## src/rtl/ett_pkg.sv

```systemverilog
// Shared types and constants for the eased tween table.
// Used by ett_ctrl, ett_dp and eased_tween_table.
`timescale 1ns / 1ps
`default_nettype none
package ett_pkg;

	localparam int SLOTS_DEF = 8;
	localparam int FRAC_BITS_DEF = 16;
	localparam int MAX_SLOTS = 64;
	localparam int FRAC_MAX = 24;

	localparam logic REQ_START = 1'b0;
	localparam logic REQ_TICK = 1'b1;

	localparam logic [1:0] EASE_LINEAR = 2'd0;
	localparam logic [1:0] EASE_QUAD_IN = 2'd1;
	localparam logic [1:0] EASE_QUAD_OUT = 2'd2;
	localparam logic [1:0] EASE_QUAD_IO = 2'd3;

	typedef struct packed {
		logic        req_type;
		logic [2:0]  slot_index;
		logic signed [31:0] start_value;
		logic signed [31:0] end_value;
		logic [31:0] duration_us;
		logic [1:0]  easing_mode;
		logic [31:0] delta_us;
	} in_beat_t;

	typedef struct packed {
		logic [2:0]  slot_id;
		logic signed [31:0] current_value;
		logic        finished;
		logic        last_result;
	} out_beat_t;

	typedef enum logic [3:0] {
		ST_IDLE,
		ST_SCAN,
		ST_READ,
		ST_CHECK,
		ST_DIV,
		ST_EASE,
		ST_MUL,
		ST_SUM,
		ST_EMIT
	} ctrl_state_t;

	// controller -> datapath
	typedef struct packed {
		logic load_start;
		logic latch_tick;
		logic clr_scan;
		logic next_slot;
		logic read_slot;
		logic do_check;
		logic div_start;
		logic do_ease;
		logic do_mul;
		logic do_sum;
		logic out_load;
	} dp_cmd_t;

	// datapath -> controller
	typedef struct packed {
		logic slot_running;
		logic scan_done;
		logic is_done;
		logic div_busy;
		logic out_full;
	} dp_stat_t;

endpackage
`default_nettype wire

```

## src/rtl/ett_ctrl.sv

```systemverilog
// Controller state machine for the eased tween table.
// Depends on ett_pkg; drives ett_dp through dp_cmd_t.
`timescale 1ns / 1ps
`default_nettype none
module ett_ctrl (
	input  wire logic               clk,
	input  wire logic               arst_n,
	input  wire logic               in_valid,
	input  wire logic               in_is_tick,
	output logic                    in_stall,
	input  wire ett_pkg::dp_stat_t  stat,
	output ett_pkg::dp_cmd_t        cmd
);
	ett_pkg::ctrl_state_t state_q, state_nx;
	logic in_take;

	assign in_take = in_valid && !in_stall;

	always_ff @(posedge clk or negedge arst_n) begin
		if (!arst_n) begin
			state_q <= ett_pkg::ST_IDLE;
		end else begin
			state_q <= state_nx;
		end
	end

	// next state
	always_comb begin
		state_nx = state_q;
		case (state_q)
			ett_pkg::ST_IDLE: begin
				if (in_take && in_is_tick) state_nx = ett_pkg::ST_SCAN;
			end
			ett_pkg::ST_SCAN: begin
				if (stat.scan_done) state_nx = ett_pkg::ST_IDLE;
				else if (stat.slot_running) state_nx = ett_pkg::ST_READ;
			end
			ett_pkg::ST_READ:  state_nx = ett_pkg::ST_CHECK;
			ett_pkg::ST_CHECK: begin
				state_nx = stat.is_done ? ett_pkg::ST_EMIT : ett_pkg::ST_DIV;
			end
			ett_pkg::ST_DIV: begin
				if (!stat.div_busy) state_nx = ett_pkg::ST_EASE;
			end
			ett_pkg::ST_EASE: state_nx = ett_pkg::ST_MUL;
			ett_pkg::ST_MUL:  state_nx = ett_pkg::ST_SUM;
			ett_pkg::ST_SUM:  state_nx = ett_pkg::ST_EMIT;
			ett_pkg::ST_EMIT: begin
				if (!stat.out_full) state_nx = ett_pkg::ST_SCAN;
			end
			default: state_nx = ett_pkg::ST_IDLE;
		endcase
	end

	// outputs
	always_comb begin
		cmd = '0;
		in_stall = 1'b1;
		case (state_q)
			ett_pkg::ST_IDLE: begin
				in_stall = 1'b0;
				if (in_valid) begin
					cmd.load_start = !in_is_tick;
					cmd.latch_tick = in_is_tick;
					cmd.clr_scan   = in_is_tick;
				end
			end
			ett_pkg::ST_SCAN: begin
				if (!stat.scan_done && !stat.slot_running) cmd.next_slot = 1'b1;
			end
			ett_pkg::ST_READ:  cmd.read_slot = 1'b1;
			ett_pkg::ST_CHECK: begin
				cmd.do_check = 1'b1;
				cmd.div_start = !stat.is_done;
			end
			ett_pkg::ST_EASE: cmd.do_ease = 1'b1;
			ett_pkg::ST_MUL:  cmd.do_mul = 1'b1;
			ett_pkg::ST_SUM:  cmd.do_sum = 1'b1;
			ett_pkg::ST_EMIT: begin
				if (!stat.out_full) begin
					cmd.out_load = 1'b1;
					cmd.next_slot = 1'b1;
				end
			end
			default: ;
		endcase
	end

	a_no_take_busy: assert property (@(posedge clk) disable iff (!arst_n)
		(state_q != ett_pkg::ST_IDLE) |-> in_stall)
		else $error("input taken while busy");
	a_emit_follows: assert property (@(posedge clk) disable iff (!arst_n)
		cmd.out_load |=> (state_q == ett_pkg::ST_SCAN))
		else $error("emit did not return to scan");
	a_tick_scans: assert property (@(posedge clk) disable iff (!arst_n)
		(in_take && in_is_tick) |=> (state_q == ett_pkg::ST_SCAN))
		else $error("tick did not start scan");
endmodule
`default_nettype wire

```

## src/rtl/ett_dp.sv

```systemverilog
// Datapath for the eased tween table: slot stores, serial divider,
// easing multiply, value multiply and output register. Depends on ett_pkg.
`timescale 1ns / 1ps
`default_nettype none
module ett_dp #(
	parameter int SLOTS = ett_pkg::SLOTS_DEF,
	parameter int FRAC_BITS = ett_pkg::FRAC_BITS_DEF
) (
	input  wire logic               clk,
	input  wire logic               arst_n,
	input  wire ett_pkg::in_beat_t  in_data,
	input  wire ett_pkg::dp_cmd_t   cmd,
	output ett_pkg::dp_stat_t       stat,
	output logic                    out_valid,
	input  wire logic               out_stall,
	output ett_pkg::out_beat_t      out_data
);
	localparam int SW = (SLOTS > 1) ? $clog2(SLOTS) : 1;
	localparam int CW = $clog2(SLOTS + 1);
	localparam int TW = FRAC_BITS + 1;          // t and e fit [0, ONE]
	localparam int NW = 32 + FRAC_BITS;         // dividend width
	localparam int DCW = $clog2(NW + 1);
	localparam logic [TW-1:0] ONE = TW'(1) << FRAC_BITS;
	localparam logic [TW-1:0] HALF = TW'(1) << (FRAC_BITS - 1);

	// slot stores
	logic [31:0] elapsed_q [SLOTS];
	logic [31:0] begin_q   [SLOTS];
	logic [31:0] target_q  [SLOTS];
	logic [31:0] length_q  [SLOTS];
	logic [1:0]  curve_q   [SLOTS];
	logic [SLOTS-1:0] run_q;

	logic [31:0] delta_q;
	logic [CW-1:0] scan_q;
	logic [SW-1:0] slot;
	logic [31:0] sum_q, len_q, beg_q, tgt_q;
	logic [1:0]  crv_q;
	logic        done_q;
	logic [31:0] sum_sat;
	logic [32:0] sum_w;

	// serial restoring divider
	logic [NW-1:0] quo_q;
	logic [31:0]   rem_q;
	logic [DCW-1:0] dcnt_q;
	logic [32:0]   rem_sh, rem_sub;

	logic [TW-1:0] e_q, t_w, u_w;
	logic [2*TW-1:0] sq_w;
	logic [TW-1:0] sqin_w;
	logic signed [33:0] diff_w;
	logic signed [33+TW:0] prod_q;
	logic signed [33:0] val_w;

	assign slot = scan_q[SW-1:0];
	assign stat.scan_done = (scan_q == CW'(SLOTS));
	assign stat.slot_running = !stat.scan_done && run_q[slot];
	assign sum_w = {1'b0, elapsed_q[slot]} + {1'b0, delta_q};
	assign sum_sat = sum_w[32] ? 32'hFFFF_FFFF : sum_w[31:0];
	assign stat.is_done = (sum_q >= len_q);
	assign stat.div_busy = (dcnt_q != '0);
	assign stat.out_full = out_valid && out_stall;

	// per-slot stores and flags
	always_ff @(posedge clk or negedge arst_n) begin
		if (!arst_n) begin
			run_q <= '0;
			for (int i = 0; i < SLOTS; i++) elapsed_q[i] <= '0;
		end else begin
			if (cmd.load_start && (32'(in_data.slot_index) < 32'(SLOTS))) begin
				elapsed_q[in_data.slot_index[SW-1:0]] <= '0;
				run_q[in_data.slot_index[SW-1:0]] <= 1'b1;
			end
			if (cmd.read_slot) elapsed_q[slot] <= sum_sat;
			if (cmd.do_check && stat.is_done) run_q[slot] <= 1'b0;
		end
	end

	always_ff @(posedge clk) begin
		if (cmd.load_start && (32'(in_data.slot_index) < 32'(SLOTS))) begin
			begin_q[in_data.slot_index[SW-1:0]]  <= in_data.start_value;
			target_q[in_data.slot_index[SW-1:0]] <= in_data.end_value;
			length_q[in_data.slot_index[SW-1:0]] <= in_data.duration_us;
			curve_q[in_data.slot_index[SW-1:0]]  <= in_data.easing_mode;
		end
		if (cmd.latch_tick) delta_q <= in_data.delta_us;
		if (cmd.read_slot) begin
			sum_q <= sum_sat;
			len_q <= length_q[slot];
			beg_q <= begin_q[slot];
			tgt_q <= target_q[slot];
			crv_q <= curve_q[slot];
		end
		if (cmd.do_check) done_q <= stat.is_done;
	end

	// scan pointer
	always_ff @(posedge clk or negedge arst_n) begin
		if (!arst_n) begin
			scan_q <= '0;
		end else if (cmd.clr_scan) begin
			scan_q <= '0;
		end else if (cmd.next_slot) begin
			scan_q <= scan_q + CW'(1);
		end
	end

	// one quotient bit per cycle
	assign rem_sh = {rem_q, quo_q[NW-1]};
	assign rem_sub = rem_sh - {1'b0, len_q};
	always_ff @(posedge clk or negedge arst_n) begin
		if (!arst_n) begin
			dcnt_q <= '0;
		end else if (cmd.div_start) begin
			dcnt_q <= DCW'(NW);
		end else if (dcnt_q != '0) begin
			dcnt_q <= dcnt_q - DCW'(1);
		end
	end
	always_ff @(posedge clk) begin
		if (cmd.div_start) begin
			quo_q <= {sum_q, {FRAC_BITS{1'b0}}};
			rem_q <= '0;
		end else if (dcnt_q != '0) begin
			// remainder stays below the divisor, so bit 32 is dropped safely
			if (!rem_sub[32]) begin
				rem_q <= rem_sub[31:0];
				quo_q <= {quo_q[NW-2:0], 1'b1};
			end else begin
				rem_q <= rem_sh[31:0];
				quo_q <= {quo_q[NW-2:0], 1'b0};
			end
		end
	end

	// easing: t < ONE since sum < length
	assign t_w = quo_q[TW-1:0];
	assign u_w = ONE - t_w;
	always_comb begin
		sqin_w = '0;
		case (crv_q)
			ett_pkg::EASE_QUAD_IN:  sqin_w = t_w;
			ett_pkg::EASE_QUAD_OUT: sqin_w = u_w;
			ett_pkg::EASE_QUAD_IO:  sqin_w = (t_w < HALF) ? t_w : u_w;
			default:                sqin_w = t_w;
		endcase
	end
	assign sq_w = sqin_w * sqin_w;

	always_ff @(posedge clk) begin
		if (cmd.do_ease) begin
			case (crv_q)
				ett_pkg::EASE_LINEAR:   e_q <= t_w;
				ett_pkg::EASE_QUAD_IN:  e_q <= TW'(sq_w >> FRAC_BITS);
				ett_pkg::EASE_QUAD_OUT: e_q <= ONE - TW'(sq_w >> FRAC_BITS);
				ett_pkg::EASE_QUAD_IO: begin
					if (t_w < HALF) e_q <= TW'(sq_w >> (FRAC_BITS - 1));
					else e_q <= ONE - TW'(sq_w >> (FRAC_BITS - 1));
				end
				default: e_q <= t_w;
			endcase
		end
	end

	// value multiply, then floor shift and add
	assign diff_w = 34'(signed'(tgt_q)) - 34'(signed'(beg_q));
	always_ff @(posedge clk) begin
		if (cmd.do_mul) prod_q <= (34+TW)'(diff_w) * signed'({1'b0, e_q});
	end
	assign val_w = 34'(signed'(beg_q)) + 34'(prod_q >>> FRAC_BITS);

	logic [31:0] res_q;
	always_ff @(posedge clk) begin
		if (cmd.do_sum) res_q <= val_w[31:0];
	end

	// output register
	logic more_after;
	always_comb begin
		more_after = 1'b0;
		for (int i = 0; i < SLOTS; i++) begin
			if (i > 32'(slot) && run_q[i]) more_after = 1'b1;
		end
	end

	always_ff @(posedge clk or negedge arst_n) begin
		if (!arst_n) begin
			out_valid <= 1'b0;
		end else if (cmd.out_load) begin
			out_valid <= 1'b1;
		end else if (!out_stall) begin
			out_valid <= 1'b0;
		end
	end
	always_ff @(posedge clk) begin
		if (cmd.out_load) begin
			out_data.slot_id       <= 3'(slot);
			out_data.current_value <= done_q ? tgt_q : res_q;
			out_data.finished      <= done_q;
			out_data.last_result   <= !more_after;
		end
	end

	a_hold: assert property (@(posedge clk) disable iff (!arst_n)
		(out_valid && out_stall) |-> !cmd.out_load)
		else $error("output overwritten while stalled");
	a_div_one: assert property (@(posedge clk) disable iff (!arst_n)
		cmd.div_start |-> (dcnt_q == '0))
		else $error("divider restarted while busy");
	a_stop: assert property (@(posedge clk) disable iff (!arst_n)
		(cmd.do_check && stat.is_done) |=> !run_q[$past(slot)])
		else $error("finished slot still running");
endmodule
`default_nettype wire

```

## src/rtl/eased_tween_table.sv

```systemverilog
// Channel | dir | handshake         | beat
// in      | in  | in_valid/in_stall | ett_pkg::in_beat_t
// out     | out | out_valid/out_stall | ett_pkg::out_beat_t
// A start beat is taken in the idle state and starts no walk. A tick walks
// the slots in order; a running slot passes through read, check, the serial
// divider, ease, multiply, sum and emit. A slot that finishes on the tick
// goes from check straight to emit; an idle slot is skipped by the scan.
// Reset clears all running flags and elapsed times at once.
// An output stall holds the result register and pauses the walk.
`timescale 1ns / 1ps
`default_nettype none
module eased_tween_table #(
	parameter int SLOTS = ett_pkg::SLOTS_DEF,
	parameter int FRAC_BITS = ett_pkg::FRAC_BITS_DEF
) (
	input  wire logic               clk,
	input  wire logic               arst_n,
	input  wire logic               in_valid,
	output logic                    in_stall,
	input  wire ett_pkg::in_beat_t  in_data,
	output logic                    out_valid,
	input  wire logic               out_stall,
	output ett_pkg::out_beat_t      out_data
);
	ett_pkg::dp_cmd_t  cmd;
	ett_pkg::dp_stat_t stat;

	ett_ctrl u_ctrl (
		.clk(clk), .arst_n(arst_n), .in_valid(in_valid),
		.in_is_tick(in_data.req_type == ett_pkg::REQ_TICK),
		.in_stall(in_stall), .stat(stat), .cmd(cmd)
	);

	ett_dp #(.SLOTS(SLOTS), .FRAC_BITS(FRAC_BITS)) u_dp (
		.clk(clk), .arst_n(arst_n), .in_data(in_data), .cmd(cmd), .stat(stat),
		.out_valid(out_valid), .out_stall(out_stall), .out_data(out_data)
	);
endmodule
`default_nettype wire

```

## config.mk

```make
export PLATFORM = sky130hd
export DESIGN_NAME = eased_tween_table
export DESIGN_NICKNAME = d
export VERILOG_FILES = /design/src/rtl/ett_pkg.sv /design/src/rtl/ett_ctrl.sv /design/src/rtl/ett_dp.sv /design/src/rtl/eased_tween_table.sv
export SDC_FILE = /design/constraint.sdc
export NUM_CORES = 2
export LEC_CHECK = 0
export ABC_CLOCK_PERIOD_IN_PS = 9480
export BUFFER_PORTS_ARGS = -buffer_cell sky130_fd_sc_hd__buf_2
export CORE_ASPECT_RATIO = 0.7
export CORE_UTILIZATION = 40
export DETAILED_ROUTE_END_ITERATION = 12
export PLACE_DENSITY = 0.54
export SYNTH_ARGS = -nofsm -noshare
export SYNTH_HDL_FRONTEND = slang
export SYNTH_SLANG_ARGS = --single-unit
```

## constraint.sdc

```tcl
create_clock -name clk -period 9.48 [get_ports clk]
set_input_delay 1.422 -clock clk [delete_from_list [all_inputs] [get_ports clk]]
set_output_delay 1.422 -clock clk [all_outputs]
set_load 0.03 [all_outputs]
```

==> metrics.csv <==
metric,value,unit
pre-CTS setup slack,-0.4089,ns
Synth Warn #,0,
launch point of the worst path,u_dp.tgt_q[1]$_DFFE_PP_,
Crit path required time,9.98,ns
Post-CTS Hold Buffers,0,
CTS tree,done,
HP Class,flip-flop to flip-flop,
GRT overflow,0,
Fill cells,19860,
CTS H-Tree Depth,4,
final number of setup-violating endpoints,0,
core box area,214600,um^2
Setup CP Type,flip-flop to flip-flop,
"top cells by area, synth","edfxtp_1, fa_1, dfrtp_1, ha_1, a22oi_1",
fin crit period,9.313,ns
"CTS clk-pin slew, worst paths",0.06,ns
Syn Area/Cell,11.53,um^2
largest net degree at the start of global routing,177,
Synth cell types,88,
CTS Buf Count,140,
Rel. slew slack,6.128,%
Ports,177,
global-route wire length before repair,389500,um
max-cap violation count,0,
clk sinks,1424,
f_max,107.4,MHz
"Primary FF master, synth",edfxtp_1,
Synth Register Bits,1424,
vias in the first global route,60140,
RSZ-0062 raised after global routing,yes,
Max stage delay on crit path,0.55,ns
Fin. Hold Viols,0,
Post-DRT Antenna Nets,0,
multi-input logic area,41040,um^2
Routed Wire Length,257300,um
Yosys top cell area share,38.05,%
Worst Skew,0.03082,ns
FP Rows,142,
clk buf depth,3,
number of synthesized flops with an enable pin,1097,
Layout Nets,8968,
"Clk Latency, worst-skew pair",0.78,ns
outcome,finished clean,
die area,218400,um^2
mean number of vias per cell,5.526,
residual DRC count,0,
GP Congestion,0.8990,
Min-Delay Startpoint,u_dp.rem_q[17]$_SDFFE_PP0N_,
FF-to-FF setup slack,0.17,ns
Initial Utilization,40.34,%
initial DRC count,5749,
CP Capture Type,flip-flop,
most frequent CP cell,fa_1,
register area,40880,um^2
Tcrit/Tclk final,98.24,%
I/O Buffers,176,
initial antenna violation count,57,
Final Worst Setup Slack,0.1669,ns
Tot GR Track Use,23.77,%
WL per Instance,23.93,um
ys async rst share,19.59,%
Worst EP arrival,9.81,ns
Post-Syn Instances,7510,
Commonest cells post-synth,"edfxtp_1, inv_1, nand2_1",
Synth Net Count,8733,
Setup TNS,0,ns
P&R area growth vs syn,12.12,%
slew at the pin closest to its max-slew limit,1.405,ns
via count,59420,
DP Wirelength,174900,um
crit path max fanout,5,
slowest CP cell,fa_1,
Root Driver,clkbuf_16,
Reg2Reg Launch Point,u_dp.tgt_q[1]$_DFFE_PP_,
post-synth design cell area,86580,um^2
top-count cell post-synth,edfxtp_1,
layout cells sized above 1,10.70,%
Synth area leader,edfxtp_1,
crit path launch type,flip-flop,
die height,391.3,um
Slew Limit Fails,0,
Die Width,558.1,um
"Seq/Total Area, Yosys",47.22,%
TritonRoute pass-1 iters,6,
[placed cells by master (no fill, tap or decap), drive strengths merged, types with 32 or more instances in the layout]
cell / Yosys / routed
edfxtp: 1097 / 1097
inv: 960 / 968
nand2: 951 / 951
fa: 706 / 706
a22oi: 521 / 521
buf: 18 / 483
ha: 379 / 379
nor2: 282 / 282
dfrtp: 279 / 279
o22ai: 277 / 277
and2: 204 / 204
clkbuf: 372 / 192
a21oi: 189 / 189
xnor2: 153 / 153
nand4: 147 / 147
o21ai: 122 / 122
a21o: 77 / 77
xor2: 63 / 63
nor3: 59 / 59
clkinv: 11 / 50
dfxtp: 48 / 48
a31oi: 48 / 48
o21a: 42 / 42
nor2b: 40 / 40
nand2b: 36 / 36
nand3: 35 / 35
a211oi: 35 / 35
mux2: 34 / 34
mux2i: 32 / 32
[worst paths after layout]
check	end	depth (start not counted)
max in group asynchronous	u_dp.elapsed_q[210]$_DFF_PN0_	2
setup reg to reg	u_dp.prod_q[47]$_DFFE_PN_	34
hold / removal	u_dp.rem_q[17]$_SDFFE_PP0N_	2
min in group asynchronous	u_dp.elapsed_q[199]$_DFF_PN0_	1
hold reg to reg	u_dp.rem_q[17]$_SDFFE_PP0N_	2
setup / recovery	u_dp.prod_q[47]$_DFFE_PN_	34
[repair_timing]
action	CTS	global route
endpoints found under the setup margin	2	20
cloned	0	0
resized for setup	15	36
setup buffers	3	8
pin swaps	3	19
hold endpoints to repair	0	0
[metrics by stage]
step	instance area (um^2)	cells	hold slack [ns]	util (%)
floorplan	86580	7510	0.4244	-
global placement	92180	10470	0.4709	42.95
detailed placement	92180	10470	0.4827	42.95
CTS	96810	10730	0.4907	45.11
global route	97060	10750	0.5326	45.22
finish	97080	10750	0.4885	45.23
[cells by family (layout without fill, tap and decap cells)]
group	count (synthesis)	count (layout)	share of synthesized area, %
buf+inv	1361	1708	5.922
flops	1424	1424	47.22
xor+xnor	217	217	2.220
fa+ha+maj	1085	1085	21.80
simple gates	1867	1867	9.986
compound gates	1476	1476	11.68
other cells	0	16	0
mux	80	80	1.176
[final cells by class]
class / instances / share of cell area (%)
antenna: 16 / 0.04124
clock buffer: 192 / 4.030
clock inverter: 62 / 0.6728
inverter: 971 / 3.754
multi-input combinational: 4725 / 42.28
sequential: 1424 / 42.11
tap: 2880 / 3.712
timing repair buffer: 483 / 3.399
[sequential cells by signal (all words and copies together), names as in the netlist, 37 cells and up]
name	cells
u_dp.elapsed_q	256
u_dp.out_data	37
u_dp.target_q	256
u_dp.begin_q	256
u_dp.quo_q	48
u_dp.length_q	256
[routing by layer]
layer	track usage, %	vias up	share of wire, %
li1	-	26690	-
met1	36.17	30350	47
met2	35.30	2016	43
met3	4.485	328	7.8
met4	4.390	38	1.5
met5	0	-	0.099
[critical path: cells and delay by family (launching register included)]
kind,cells,cell delay (ns)
adder cells (fa/ha/maj),8,3.68
AO/OA/AOI/OAI,14,2.95
AND/OR/NAND/NOR,7,1.36
flip-flops,1,0.45
buffers and inverters,4,0.32
XOR/XNOR,1,0.28
Power is not shown: default switching activity piles up to over one toggle a cycle in this logic, so the estimate is an artifact.
